## src/hdl/allele_count_site_filter_assert.svh

```systemverilog
// assertion macros shared by the parser and top-level site filter modules
`ifndef ALLELE_COUNT_SITE_FILTER_ASSERT_SVH
`define ALLELE_COUNT_SITE_FILTER_ASSERT_SVH

// same-cycle implication
`define ACSF_ASSERT_NOW(lbl, ante, cons, msg) \
  lbl: assert property (@(posedge clk) disable iff (rst) (ante) |-> (cons)) else $error(msg);

// next-cycle implication
`define ACSF_ASSERT_NEXT(lbl, ante, cons, msg) \
  lbl: assert property (@(posedge clk) disable iff (rst) (ante) |=> (cons)) else $error(msg);

`endif

```

## src/hdl/acsf_pkg.sv

```systemverilog
// types, constants and codes of the allele count site filter
package acsf_pkg;

  localparam int COUNT_WIDTH    = 16;
  localparam int SKIPPED_FIELDS = 3;
  localparam int LANES          = 4;
  localparam int CFG_WIDTH      = 16;

  localparam int ACC_W   = COUNT_WIDTH + 4;
  localparam int FIELD_W = $clog2(SKIPPED_FIELDS + 2);
  localparam int CPOS_W  = $clog2(LANES + 1);
  localparam int LANE_W  = $clog2(LANES);
  localparam int CMP_W   = (COUNT_WIDTH > CFG_WIDTH) ? COUNT_WIDTH : CFG_WIDTH;

  localparam logic [FIELD_W-1:0] POP1_FIELD = FIELD_W'(SKIPPED_FIELDS);
  localparam logic [FIELD_W-1:0] POP2_FIELD = FIELD_W'(SKIPPED_FIELDS + 1);
  localparam logic [CPOS_W-1:0]  CPOS_FULL  = CPOS_W'(LANES);

  localparam logic [7:0] CHAR_TAB   = 8'h09;
  localparam logic [7:0] CHAR_NL    = 8'h0A;
  localparam logic [7:0] CHAR_COLON = 8'h3A;
  localparam logic [7:0] CHAR_ZERO  = 8'h30;
  localparam logic [7:0] CHAR_NINE  = 8'h39;

  localparam logic REG_MIN_COVERAGE = 1'b0;
  localparam logic REG_DIPLOID_MODE = 1'b1;

  localparam logic [CFG_WIDTH-1:0] MIN_COVERAGE_RESET = CFG_WIDTH'(1);

  typedef logic [COUNT_WIDTH-1:0] count_t;
  typedef count_t [LANES-1:0] lanes_t;

  typedef struct packed {
    logic   done;
    lanes_t pop1;
    lanes_t pop2;
  } line_t;

endpackage

```

## src/hdl/acsf_parser.sv

```systemverilog
// line parser: field tracking, count parsing and count storage
`include "allele_count_site_filter_assert.svh"

module acsf_parser
  import acsf_pkg::*;
(
  input  logic       clk,
  input  logic       rst,
  input  logic       in_valid,
  input  logic [7:0] text_byte,
  output line_t      line
);

  logic [FIELD_W-1:0] field_position, field_position_next;
  logic [CPOS_W-1:0]  count_position, count_position_next;
  count_t             digit_accumulator, digit_accumulator_next;
  lanes_t             first_pop_counts, first_pop_counts_next;
  lanes_t             second_pop_counts, second_pop_counts_next;
  logic               line_nonempty, line_nonempty_next;
  logic               done;
  logic               in_pop;
  logic [ACC_W-1:0]   acc_wide;
  logic [7:0]         digit_off;

  assign in_pop    = (field_position == POP1_FIELD) || (field_position == POP2_FIELD);
  assign digit_off = text_byte - CHAR_ZERO;
  assign acc_wide  = (ACC_W'(digit_accumulator) << 3) + (ACC_W'(digit_accumulator) << 1)
                   + ACC_W'(digit_off[3:0]);

  always_comb begin
    field_position_next    = field_position;
    count_position_next    = count_position;
    digit_accumulator_next = digit_accumulator;
    first_pop_counts_next  = first_pop_counts;
    second_pop_counts_next = second_pop_counts;
    line_nonempty_next     = line_nonempty;
    done                   = 1'b0;
    if (in_valid) begin
      if (text_byte == CHAR_NL) begin
        done                   = line_nonempty;
        field_position_next    = '0;
        count_position_next    = '0;
        digit_accumulator_next = '0;
        first_pop_counts_next  = '0;
        second_pop_counts_next = '0;
        line_nonempty_next     = 1'b0;
      end else begin
        line_nonempty_next = 1'b1;
        if (text_byte == CHAR_TAB) begin
          if (field_position < POP2_FIELD) begin
            field_position_next    = field_position + FIELD_W'(1);
            count_position_next    = '0;
            digit_accumulator_next = '0;
          end
        end else if (in_pop && (count_position < CPOS_FULL)) begin
          if (text_byte == CHAR_COLON) begin
            if (field_position == POP1_FIELD) begin
              first_pop_counts_next[count_position[LANE_W-1:0]] = digit_accumulator;
            end else begin
              second_pop_counts_next[count_position[LANE_W-1:0]] = digit_accumulator;
            end
            count_position_next    = count_position + CPOS_W'(1);
            digit_accumulator_next = '0;
          end else if ((text_byte >= CHAR_ZERO) && (text_byte <= CHAR_NINE)) begin
            // saturate at the top of the count range
            if (acc_wide[ACC_W-1:COUNT_WIDTH] != '0) begin
              digit_accumulator_next = '1;
            end else begin
              digit_accumulator_next = acc_wide[COUNT_WIDTH-1:0];
            end
          end
        end
      end
    end
  end

  always_ff @(posedge clk) begin
    if (rst) begin
      field_position    <= '0;
      count_position    <= '0;
      digit_accumulator <= '0;
      first_pop_counts  <= '0;
      second_pop_counts <= '0;
      line_nonempty     <= 1'b0;
    end else begin
      field_position    <= field_position_next;
      count_position    <= count_position_next;
      digit_accumulator <= digit_accumulator_next;
      first_pop_counts  <= first_pop_counts_next;
      second_pop_counts <= second_pop_counts_next;
      line_nonempty     <= line_nonempty_next;
    end
  end

  assign line.done = done;
  assign line.pop1 = first_pop_counts;
  assign line.pop2 = second_pop_counts;

  `ACSF_ASSERT_NOW(a_cpos_range, 1'b1, count_position <= CPOS_FULL, "count position out of range")
  `ACSF_ASSERT_NOW(a_field_range, 1'b1, field_position <= POP2_FIELD, "field position out of range")
  `ACSF_ASSERT_NEXT(a_newline_clears, in_valid && (text_byte == CHAR_NL),
    (field_position == '0) && (count_position == '0) && !line_nonempty, "line state not cleared")

endmodule

```

## src/hdl/acsf_decide.sv

```systemverilog
// four-lane site decision from the two populations' counts
module acsf_decide
  import acsf_pkg::*;
(
  input  lanes_t               pop1,
  input  lanes_t               pop2,
  input  logic [CFG_WIDTH-1:0] min_coverage,
  input  logic                 diploid_mode,
  output logic                 site_selected
);

  logic [CPOS_W-1:0] evidence;
  logic [CPOS_W-1:0] alleles1;
  logic [CPOS_W-1:0] alleles2;
  logic              differs;
  logic [CMP_W-1:0]  p;
  logic [CMP_W-1:0]  q;
  logic [CMP_W-1:0]  min_cov;
  logic              p_zero;
  logic              q_zero;

  assign min_cov = CMP_W'(min_coverage);

  always_comb begin
    evidence = '0;
    alleles1 = '0;
    alleles2 = '0;
    differs  = 1'b0;
    p        = '0;
    q        = '0;
    p_zero   = 1'b0;
    q_zero   = 1'b0;
    for (int i = 0; i < LANES; i++) begin
      p      = CMP_W'(pop1[i]);
      q      = CMP_W'(pop2[i]);
      p_zero = (p == '0);
      q_zero = (q == '0);
      if (p_zero && !q_zero) begin
        if (q >= min_cov) differs = 1'b1;
      end else if (q_zero && !p_zero) begin
        if (p >= min_cov) differs = 1'b1;
      end
      if (!p_zero) alleles1 = alleles1 + CPOS_W'(1);
      if (!q_zero) alleles2 = alleles2 + CPOS_W'(1);
      if ((p > q) && ((p >> 1) > q)) begin
        if (p >= min_cov) evidence = evidence + CPOS_W'(1);
      end else if ((q > p) && p_zero) begin
        if (q >= min_cov) evidence = evidence + CPOS_W'(1);
      end
    end
  end

  assign site_selected = (evidence >= CPOS_W'(2)) && differs
                       && !(diploid_mode && ((alleles1 > CPOS_W'(2)) || (alleles2 > CPOS_W'(2))));

endmodule

```

## src/hdl/allele_count_site_filter.sv

```systemverilog
// top level of the allele count site filter
//
// s_tvalid/s_tready/s_tdata carry one ASCII byte of a tab-separated
// allele-count line per request. Every byte is parsed in the cycle it is
// accepted, so a new byte may be taken on every clock edge.
// m_tvalid/m_tready/m_tdata carry one flag per non-blank line; a blank
// line gives no request. When a line's newline is accepted, its counts are
// captured in the capture register; the decision on them is then
// registered in the output register once that register is free.
// cfg_we/cfg_index/cfg_data write min_coverage (index 0) and
// diploid_mode (index 1); write them only while the block is idle.
// Reset clears all line state, sets min_coverage to 1 and diploid_mode
// to 0. When the receiver stalls, the pending flag holds in the output
// register and one more finished line waits in the capture register;
// after that s_tready drops until the output is taken.
`include "allele_count_site_filter_assert.svh"

module allele_count_site_filter
  import acsf_pkg::*;
(
  input  logic                 clk,
  input  logic                 rst,
  input  logic                 s_tvalid,
  output logic                 s_tready,
  input  logic [7:0]           s_tdata,   // [7:0] text_byte
  output logic                 m_tvalid,
  input  logic                 m_tready,
  output logic [7:0]           m_tdata,   // [0] site_selected, [7:1] zero
  input  logic                 cfg_we,
  input  logic                 cfg_index,
  input  logic [CFG_WIDTH-1:0] cfg_data
);

  logic [CFG_WIDTH-1:0] min_coverage;
  logic                 diploid_mode;
  line_t                line;
  logic                 pend;
  lanes_t               snap_pop1;
  lanes_t               snap_pop2;
  logic                 out_valid;
  logic                 out_sel;
  logic                 out_free;
  logic                 in_acc;
  logic                 sel;

  assign out_free = !out_valid || m_tready;
  assign s_tready = !pend || out_free;
  assign in_acc   = s_tvalid && s_tready;

  always_ff @(posedge clk) begin
    if (rst) begin
      min_coverage <= MIN_COVERAGE_RESET;
      diploid_mode <= 1'b0;
    end else if (cfg_we) begin
      unique case (cfg_index)
        REG_MIN_COVERAGE: min_coverage <= cfg_data;
        REG_DIPLOID_MODE: diploid_mode <= cfg_data[0];
        default: ;
      endcase
    end
  end

  acsf_parser u_parser (
    .clk       (clk),
    .rst       (rst),
    .in_valid  (in_acc),
    .text_byte (s_tdata),
    .line      (line)
  );

  // capture of a finished line
  always_ff @(posedge clk) begin
    if (rst) begin
      pend <= 1'b0;
    end else if (line.done) begin
      pend <= 1'b1;
    end else if (out_free) begin
      pend <= 1'b0;
    end
  end

  always_ff @(posedge clk) begin
    if (line.done) begin
      snap_pop1 <= line.pop1;
      snap_pop2 <= line.pop2;
    end
  end

  acsf_decide u_decide (
    .pop1          (snap_pop1),
    .pop2          (snap_pop2),
    .min_coverage  (min_coverage),
    .diploid_mode  (diploid_mode),
    .site_selected (sel)
  );

  // result register
  always_ff @(posedge clk) begin
    if (rst) begin
      out_valid <= 1'b0;
    end else if (out_free) begin
      out_valid <= pend;
    end
  end

  always_ff @(posedge clk) begin
    if (out_free && pend) begin
      out_sel <= sel;
    end
  end

  assign m_tvalid = out_valid;
  assign m_tdata  = {7'b0, out_sel};

  `ACSF_ASSERT_NOW(a_stall_blocks_input, pend && !out_free, !s_tready, "input taken while full")
  `ACSF_ASSERT_NEXT(a_line_captured, line.done, pend, "finished line not captured")
  `ACSF_ASSERT_NEXT(a_capture_moves_out, pend && out_free, m_tvalid, "captured line not moved out")

endmodule
```

## config.mk

```make
export PLATFORM = sky130hd
export DESIGN_NAME = allele_count_site_filter
export DESIGN_NICKNAME = d
export VERILOG_FILES = /design/src/hdl/acsf_pkg.sv /design/src/hdl/acsf_parser.sv /design/src/hdl/acsf_decide.sv /design/src/hdl/allele_count_site_filter.sv
export VERILOG_INCLUDE_DIRS = /design/src /design/src/hdl
export SDC_FILE = /design/constraint.sdc
export NUM_CORES = 1
export LEC_CHECK = 0
export ABC_AREA = 1
export BUFFER_PORTS_ARGS = -buffer_cell sky130_fd_sc_hd__clkbuf_2
export CORE_MARGIN = 2
export CORE_UTILIZATION = 45
export DETAILED_ROUTE_END_ITERATION = 7
export GPL_TIMING_DRIVEN = 1
export PLACE_DENSITY = 0.65
export SETUP_SLACK_MARGIN = 0.4
export SKIP_CTS_REPAIR_TIMING = 1
export SKIP_LAST_GASP = 1
export SLEW_MARGIN = 10
export SYNTH_ARGS = -nofsm -noshare
export SYNTH_HDL_FRONTEND = slang
export SYNTH_SLANG_ARGS = --single-unit
```

## constraint.sdc

```tcl
create_clock -name clk -period 19.9 [get_ports clk]
set_clock_uncertainty 0.15 [all_clocks]
set_input_delay 3.98 -clock clk [delete_from_list [all_inputs] [get_ports clk]]
set_output_delay 3.98 -clock clk [all_outputs]
set_load 0.01 [all_outputs]
```

==> results.md, run 1 <==
- Critical path buffers and inverters: 3
- Final setup violating endpoints: 0
- Fin util: 49.61%
- Count of state elements after synthesis: 299
- DRC violations left: 0
- Leak pwr: roughly 9 nW
- Worst-Margin Slew: 1.185 ns
- Post-synthesis mux area share: 0%
- CP top delay family: buffers and inverters
- Core area: approximately 41000 um2
- Share of layout cells above drive strength 1: 4.892%
- Critical path arrival: 4.59 ns
- Tot Pwr: 1.333 mW
- Post-DRT Antenna Nets: 0
- Worst Setup End Kind: output port
- Post-Synthesis Cells: 2260
- Compound-cell area share of the yosys netlist: a little under an eighth
- Startpoint Class: input port
- Max cap viols: 0
- Fmax: 114.7 MHz
- Largest family of logic cells by synthesized area: simple AND/OR/NAND/NOR gates
- Clock root buffer: clkbuf_16
- Longest Clk Path Bufs: 3
- Most frequent cells after synthesis: 614 x nand2_1, 309 x a21oi_1, 300 x ha_1, 200 x inv_1, 192 x nor2_1
- CP most frequent cell: clkbuf_2
- Setup ws final: approximately 11 ns
- Vias per cell: about 5.4
- Worst VDD drop: roughly 0.047 mV
- Power Dens Cells: 66.23 nW/um2
- Ys flop type: dfxtp_1
- DP Worst Slack: roughly 11 ns
- Crit Path Max Fanout: 3
- Chip Height: a little over 200 um
- Status: finished, final reports clean
- Syn Area/Cell: 8.125 um2
- Most numerous cell in the Yosys netlist: nand2_1
- Starting Density: 45.28%
- Netlist cell types: 41
- WP data required: between 15 and 20 ns
- Setup TNS: 0 ns
- Drt initial violations: 1040
- CP max stage delay: ~0.22 ns
- Synth Area in Adders: between 20% and 30%
- Xor/xnor share of the synthesized area: less than 1%
- Initial antenna violation count: 1
- CTS tree: done
- Maximum number of pins on one net before global-route repair: 95
- GPL Wtd Cong: approximately 0.9
- GRT overflow: 0
- Chip width: 206.0 um
- TritonRoute pass-1 iters: 5
- NumNets Final: 2617
- Crit-path slowest cell: nand3_1
- Routed wire length per instance: about 18 um
- WP depth: 4
- DP Area: 19010 um2
- Worst setup path class: input port to output port
- Synth warnings: 0
- Gr usage total: between 20% and 30%
- WHS Path Cells: 0
- Post-synth EDFFs: 129
- Area share of the largest cell type after synthesis: between 20% and 30%
- Async set-or-reset flop fraction in the synthesized netlist: 0%
- DP HPWL: about 37 mm
- I/O pin total: 40
- Post-synthesis cell area: 18360 um2
- Tmin final: 8.717 ns
- Die area: 42440 um2
- First-pass GRT wire length: 79.34 mm
- Num CTS Buffers: 34
- Pins Over Slew Limit: 0
- Unrepaired setup endpoints after global routing: false
- Top post-synthesis cells by area: edfxtp_1 21%, ha_1 20%, dfxtp_1 19%, nand2_1 13%, a21oi_1 8.4%
- I/O Buffers: 32
- Reg2reg path depth: 23
- Headroom to the max-slew limit: between 20 and 25%
- Finished Cell Area: 20120 um2
- Critical-path cell list: clkbuf_2 -> inv_1 -> nand3_1 -> clkbuf_2
- Sink Count: between 200 and 300
- Area leader, netlist: edfxtp_1
- Synthesis-to-finish area growth: 9.573%
- Endpoints failing hold: 0
- Clock slew at reported path FFs: 0.06 ns
- Crit share post-route: 43.81%
- Number of diodes: 0
- Sequential share of the synthesized area: around 40%
- Vias in the first global route: roughly 15000
- Clk_lat worst skew: 0.52 ns
- Simple-gate share of the synthesized area: a little over a fifth
- Vias: between 15000 and 20000
- Drt total wl: roughly 50 mm
- Hold crit path type: flop to flop
- H-tree Lvls: 2
- # rows: 74
==> flip-flops by register name, summed over array words and instances (netlist names) <==
name and cells:
diploid_mode 1, u_parser.field_position 3, u_parser.line 128, u_parser.count_position 3
snap_pop1 64, snap_pop2 64, min_coverage 16, u_parser.digit_accumulator 16
u_parser.line_nonempty 1, pend 1, m_tvalid 1, out_sel 1
==> cells in the final DEF, fill, tap and decap left out, types with 4 or more instances in the layout <==
cell type and n:
a21o_1 5, a21oi_1 309, a31oi_1 5, buf_4 14
clkbuf_1 5, clkbuf_16 35, clkbuf_2 31, clkinv_2 7
conb_1 7, dfxtp_1 170, edfxtp_1 129, ha_1 300
inv_1 200, nand2_1 614, nand3_1 80, nand4_1 34
nor2_1 191, nor2_4 4, nor3_1 15, nor4_1 14
o211ai_1 4, o21a_1 8, o21ai_0 68, o21ai_1 7
o21bai_1 5, xnor2_1 6, xor2_1 5
==> per-layer routing <==
metal | up-vias | track usage [%] | share of wire [%]
met2 | 378 | 40.82 | 47
met5 | - | 0 | 0
met4 | 0 | 8.648 | 3.5
met3 | 75 | 2.980 | 5.7
li1 | 7708 | - | -
met1 | 7160 | 31.38 | 44
==> area by class of cell <==
type                            count  area [um2]
Tap cell                          532       665.6
Timing Repair Buffer               45       260.3
Inverter                          201       754.5
Multi-Input combinational cell   1704       10060
Sequential cell                   299        7277
Fill cell                        3938       20430
Clock inverter                     19       185.2
Clock buffer                       42       922.1
==> metrics by stage <==
stage / instances / hold WS, ns
finish: 2842 / 0.2718
global route: 2842 / 0.2836
CTS: 2842 / 0.2719
detailed placement: 2781 / 0.2635
global placement: 2781 / 0.2615
floorplan: 2266 / 0.2586
==> worst reg2reg max path, delay by kind of cell, from the launching register on <==
kind                     cells  cell delay [ns]
adder cells (fa/ha/maj)      4             1.15
buffers and inverters        3             0.62
AND/OR/NAND/NOR             14             1.59
flip-flops                   1             0.29
AO/OA/AOI/OAI                2             0.39
==> path summary, 6_finish.rpt <==
check | startpoint | endpoint | slack [ns]
worst max register to register | min_coverage[5] | out_sel | 15.51
worst min register to register | u_parser.line[71] | snap_pop1[7] | 0.27
worst min-delay path | u_parser.line[71] | snap_pop1[7] | 0.27
worst max-delay path | m_tready | s_tready | 11.18
==> report_power, final <==
| part | internal (mW) | switching, mW |
|---|---|---|
| combinational | 0.0215 | 0.0485 |
| sequential | 0.637 | 0.00153 |
| clock | 0.371 | 0.253 |
| total | 1.03 | 0.303 |
==> kinds of logic (layout without fill, tap and decap cells) <==
family,after synthesis,count (layout)
adder cells (fa/ha/maj),302,302
buffers and inverters,263,307
AO/OA/AOI/OAI,419,419
other,1,7
XOR/XNOR,11,11
flip-flops,299,299
AND/OR/NAND/NOR,965,965
Note: power is estimated with default switching activity, not from simulation.
==> run 2, diff against run 1 <==
ABC_AREA = 0   (was 1)
PLACE_DENSITY = 0.66   (was 0.65)
clock period = 8.8 ns   (was 19.9 ns; I/O delays follow)
==> run 2 against run 1 <==
Power increased by 110%. Critical path depth increased by 12. Core utilization decreased by 0.18 points. Non-clock buffer count shrank 5. Largest power group unchanged. Global-route usage decreased by 1.1 points. Design area is 5.7% lower. Largest cell class unchanged. Clock-buffer cell count is 8 higher. Cell count is 20% lower. Worst hold slack improved by 0.0031 ns. Critical endpoint is now out_sel. Routed wire length is 6.4% lower.
==> results.md, run 2 <==
- Status: finished, final reports clean (unchanged)
- Setup TNS: 0 ns (unchanged)
- Endpoints failing hold: 0 (unchanged)
- Crit share post-route: roughly three fifths
- Largest register FFs: 128 (unchanged)
- Tmin final: 5.193 ns
- Crit Path Max Fanout: 9 (was 3)
- Switch Pwr: 0.5957 mW (was 0.3033 mW)
- Synth warnings: 0 (unchanged)
- Synthesis-to-finish area growth: 9.009% (was 9.573%)
- Worst setup path class: flop to flop (was input port to output port)
- Sequential share of the synthesized area: 41.82% (was 39.63%)
- Fmax: about 190 MHz
- Count of state elements after synthesis: 299 (unchanged)
- Syn Area/Cell: 10.03 um2 (was 8.125 um2)
- Leak pwr: 7.938 nW (was 8.836 nW)
- Ys flop type: dfxtp_1 (unchanged)
- Area share of the largest cell type after synthesis: 22.26% (was 21.10%)
- Post-synthesis cell area: 17400 um2 (was 18360 um2)
- DRC violations left: 0 (unchanged)
- Number of diodes: 0 (unchanged)
- Post-synth EDFFs: 129 (unchanged)
- Top post-synthesis cells by area: edfxtp_1 22%, ha_1 22%, dfxtp_1 20%, a22oi_1 5.6%, nor2_1 4.0% (was edfxtp_1 21%, ha_1 20%, dfxtp_1 19%, nand2_1 13%, a21oi_1 8.4%)
- Internal: 2.266 mW (was 1.029 mW)
- Async set-or-reset flop fraction in the synthesized netlist: 0% (unchanged)
- Maximum number of pins on one net before global-route repair: 90 (was 95)
- Commonest non-fill, non-tap cells in the layout: 300 x ha_1, 185 x nor2_1, 170 x dfxtp_1, 130 x a22oi_1, 129 x edfxtp_1 (was 614 x nand2_1, 309 x a21oi_1, 300 x ha_1, 200 x inv_1, 191 x nor2_1)
- Starting Density: 45.34% (was 45.28%)
- Pins Over Slew Limit: 0 (unchanged)
- Startpoint Class: flop (was input port)
- Num CTS Buffers: 31 (was 34)
- Most numerous cell in the Yosys netlist: ha_1 (was nand2_1)
- Post-DRT Antenna Nets: 0 (unchanged)
- DP HPWL: 33.64 mm (was 36.73 mm)
- Longest Clk Path Bufs: 3 (unchanged)
- Drt total wl: 46.81 mm (was 49.99 mm)
- Most common cell after layout, fill and taps aside: ha_1 (was nand2_1)
- Layout Cells excl Fill: 2276 (was 2842)
- Drt initial violations: 1039 (was 1040)
- GPL Wtd Cong: 0.9427 (was 0.9058)
- First-pass GRT wire length: 72.57 mm (was 79.34 mm)
- Final setup violating endpoints: 0 (unchanged)
- Unrepaired setup endpoints after global routing: false (unchanged)
- Vias in the first global route: 12800 (was 14980)
- Die area: 40260 um2 (was 42440 um2)
- Routed wire length per instance: 20.56 um (was 17.59 um)
- Initial antenna violation count: 0 (was 1)
- Most frequent cells after synthesis: 300 x ha_1, 185 x nor2_1, 170 x dfxtp_1, 130 x a22oi_1, 129 x edfxtp_1 (was 614 x nand2_1, 309 x a21oi_1, 300 x ha_1, 200 x inv_1, 192 x nor2_1)
- Vias per cell: 5.918 (was 5.391)
- TritonRoute pass-1 iters: 5 (unchanged)
- Logic pwr share: 3.8% (was 5.3%)
- Clock root buffer: clkbuf_16 (unchanged)
- Share of layout cells above drive strength 1: 6.030% (was 4.892%)
- Core area: 38380 um2 (was 40550 um2)
- Reg2reg path depth: 16 (was 23)
- Worst Setup End Kind: flop (was output port)
- Flop pwr share: 50.4% (was 47.9%)
- Clk pwr share: 45.8% (was 46.8%)
- H-tree Lvls: 1 (was 2)
- NumNets Final: 2066 (was 2617)
- I/O pin total: 40 (unchanged)
- Critical path arrival: 5.36 ns (was 4.59 ns)
- CTS tree: done (unchanged)
- WHS Path Cells: 0 (unchanged)
- Gr usage total: 22.95% (was 24.03%)
- Power Dens Cells: 150.9 nW/um2 (was 66.23 nW/um2)
- WP data required: 8.97 ns (was 15.77 ns)
- Area leader, netlist: edfxtp_1 (unchanged)
- Sw Ratio: 20.81% (was 22.76%)
- Worst VDD drop: 0.1459 mV (was 0.04689 mV)
- # rows: 72 (was 74)
- Post-Synthesis Cells: 1735 (was 2260)
- Placed cell count: 2219 (was 2781)
- GRT overflow: 0 (unchanged)
- Headroom to the max-slew limit: 26.14% (was 20.46%)
- Worst-Margin Slew: 1.106 ns (was 1.185 ns)
- Sink Count: 299 (unchanged)
- Clk_lat worst skew: 0.56 ns (was 0.52 ns)
- Chip Height: 200.6 um (was 206.0 um)
- I/O Buffers: 32 (unchanged)
- Hold crit path type: flop to flop (unchanged)
- Clock slew at reported path FFs: 0.06 ns (about the same)
- Vias: 13470 (was 15320)
- Chip width: 200.6 um (was 206.0 um)
- Netlist cell types: 79 (was 41)
- Max cap viols: 0 (unchanged)
==> run 2: cell families (layout without fill, tap and decap cells) <==
| family | Yosys count | in the layout | synth area share [%] |
|---|---|---|---|
| fa+ha+maj | 302 | 302 | 21.80 |
| xor+xnor | 15 | 15 | 0.7549 |
| compound gates | 449 | 449 | 17.53 |
| buf+inv | 189 | 206 | 4.479 |
| other cells | 1 | 7 | 0.02155 |
| mux | 6 | 6 | 0.3667 |
| simple gates | 474 | 474 | 13.23 |
| flops | 299 | 299 | 41.82 |
==> run 2: per-stage QoR <==
stage          area [um2]  total power [mW]  hold WS, ns  utilization, %  setup slack [ns]
2_1_floorplan       17420             1.547       0.2587               -             2.934
3_3_place_gp        17930             1.575       0.2627           46.72             3.694
3_5_place_dp        17930             1.579       0.2665           46.72             3.590
4_1_cts             18970             2.882       0.2753           49.42             3.649
5_1_grt             18970             2.950       0.2851           49.43             3.347
6_report            18970             2.862       0.2749           49.43             3.607
==> run 2: layout make-up <==
class / instances / area [um2]
timing repair buffer: 40 / 222.7
tap: 518 / 648.1
inverter: 109 / 411.6
sequential: 299 / 7277
fill: 3569 / 19410
clock buffer: 50 / 948.4
clock inverter: 7 / 86.33
multi-input combinational: 1253 / 9375
==> run 2: path summary, 6_finish.rpt <==
| kind | slack, ns | to | startpoint |
|---|---|---|---|
| min reg2reg | 0.27 | snap_pop2[45] | u_parser.line[45] |
| max | 3.61 | out_sel | min_coverage[0] |
| min | 0.27 | snap_pop2[45] | u_parser.line[45] |
| max reg2reg | 3.61 | out_sel | min_coverage[0] |
==> run 2: critical path, stage by stage (launching register included) <==
cell and delay [ns]:
dfxtp_1 0.75, ha_1 0.34, nand2b_1 0.14, a21oi_1 0.15, o21ai_0 0.18, a211o_1 0.31
and4b_1 0.20, mux2_2 0.30, ha_1 0.30, o32a_1 0.34, o21a_1 0.13, ha_1 0.28
mux2_2 0.27, ha_1 0.30, or2_2 0.28, mux2_1 0.30, o2111a_1 0.23
==> run 2: power groups by stage <==
stage | combinational [mW] | sequential [mW] | clock [mW]
2_1_floorplan | 0.0754 | 1.47 | 0
3_3_place_gp | 0.102 | 1.47 | 0
3_5_place_dp | 0.106 | 1.47 | 0
4_1_cts | 0.107 | 1.44 | 1.33
5_1_grt | 0.121 | 1.44 | 1.39
6_report | 0.108 | 1.44 | 1.31
==> run 2: routing by layer <==
layer | up-vias | GRT usage, % | wire length [um]
met1 | 6480 | 30.11 | 20280
met3 | 122 | 3.344 | 2750
li1 | 6490 | - | -
met2 | 378 | 38.08 | 21610
met4 | 0 | 9.392 | 2168
met5 | - | 0 | 0
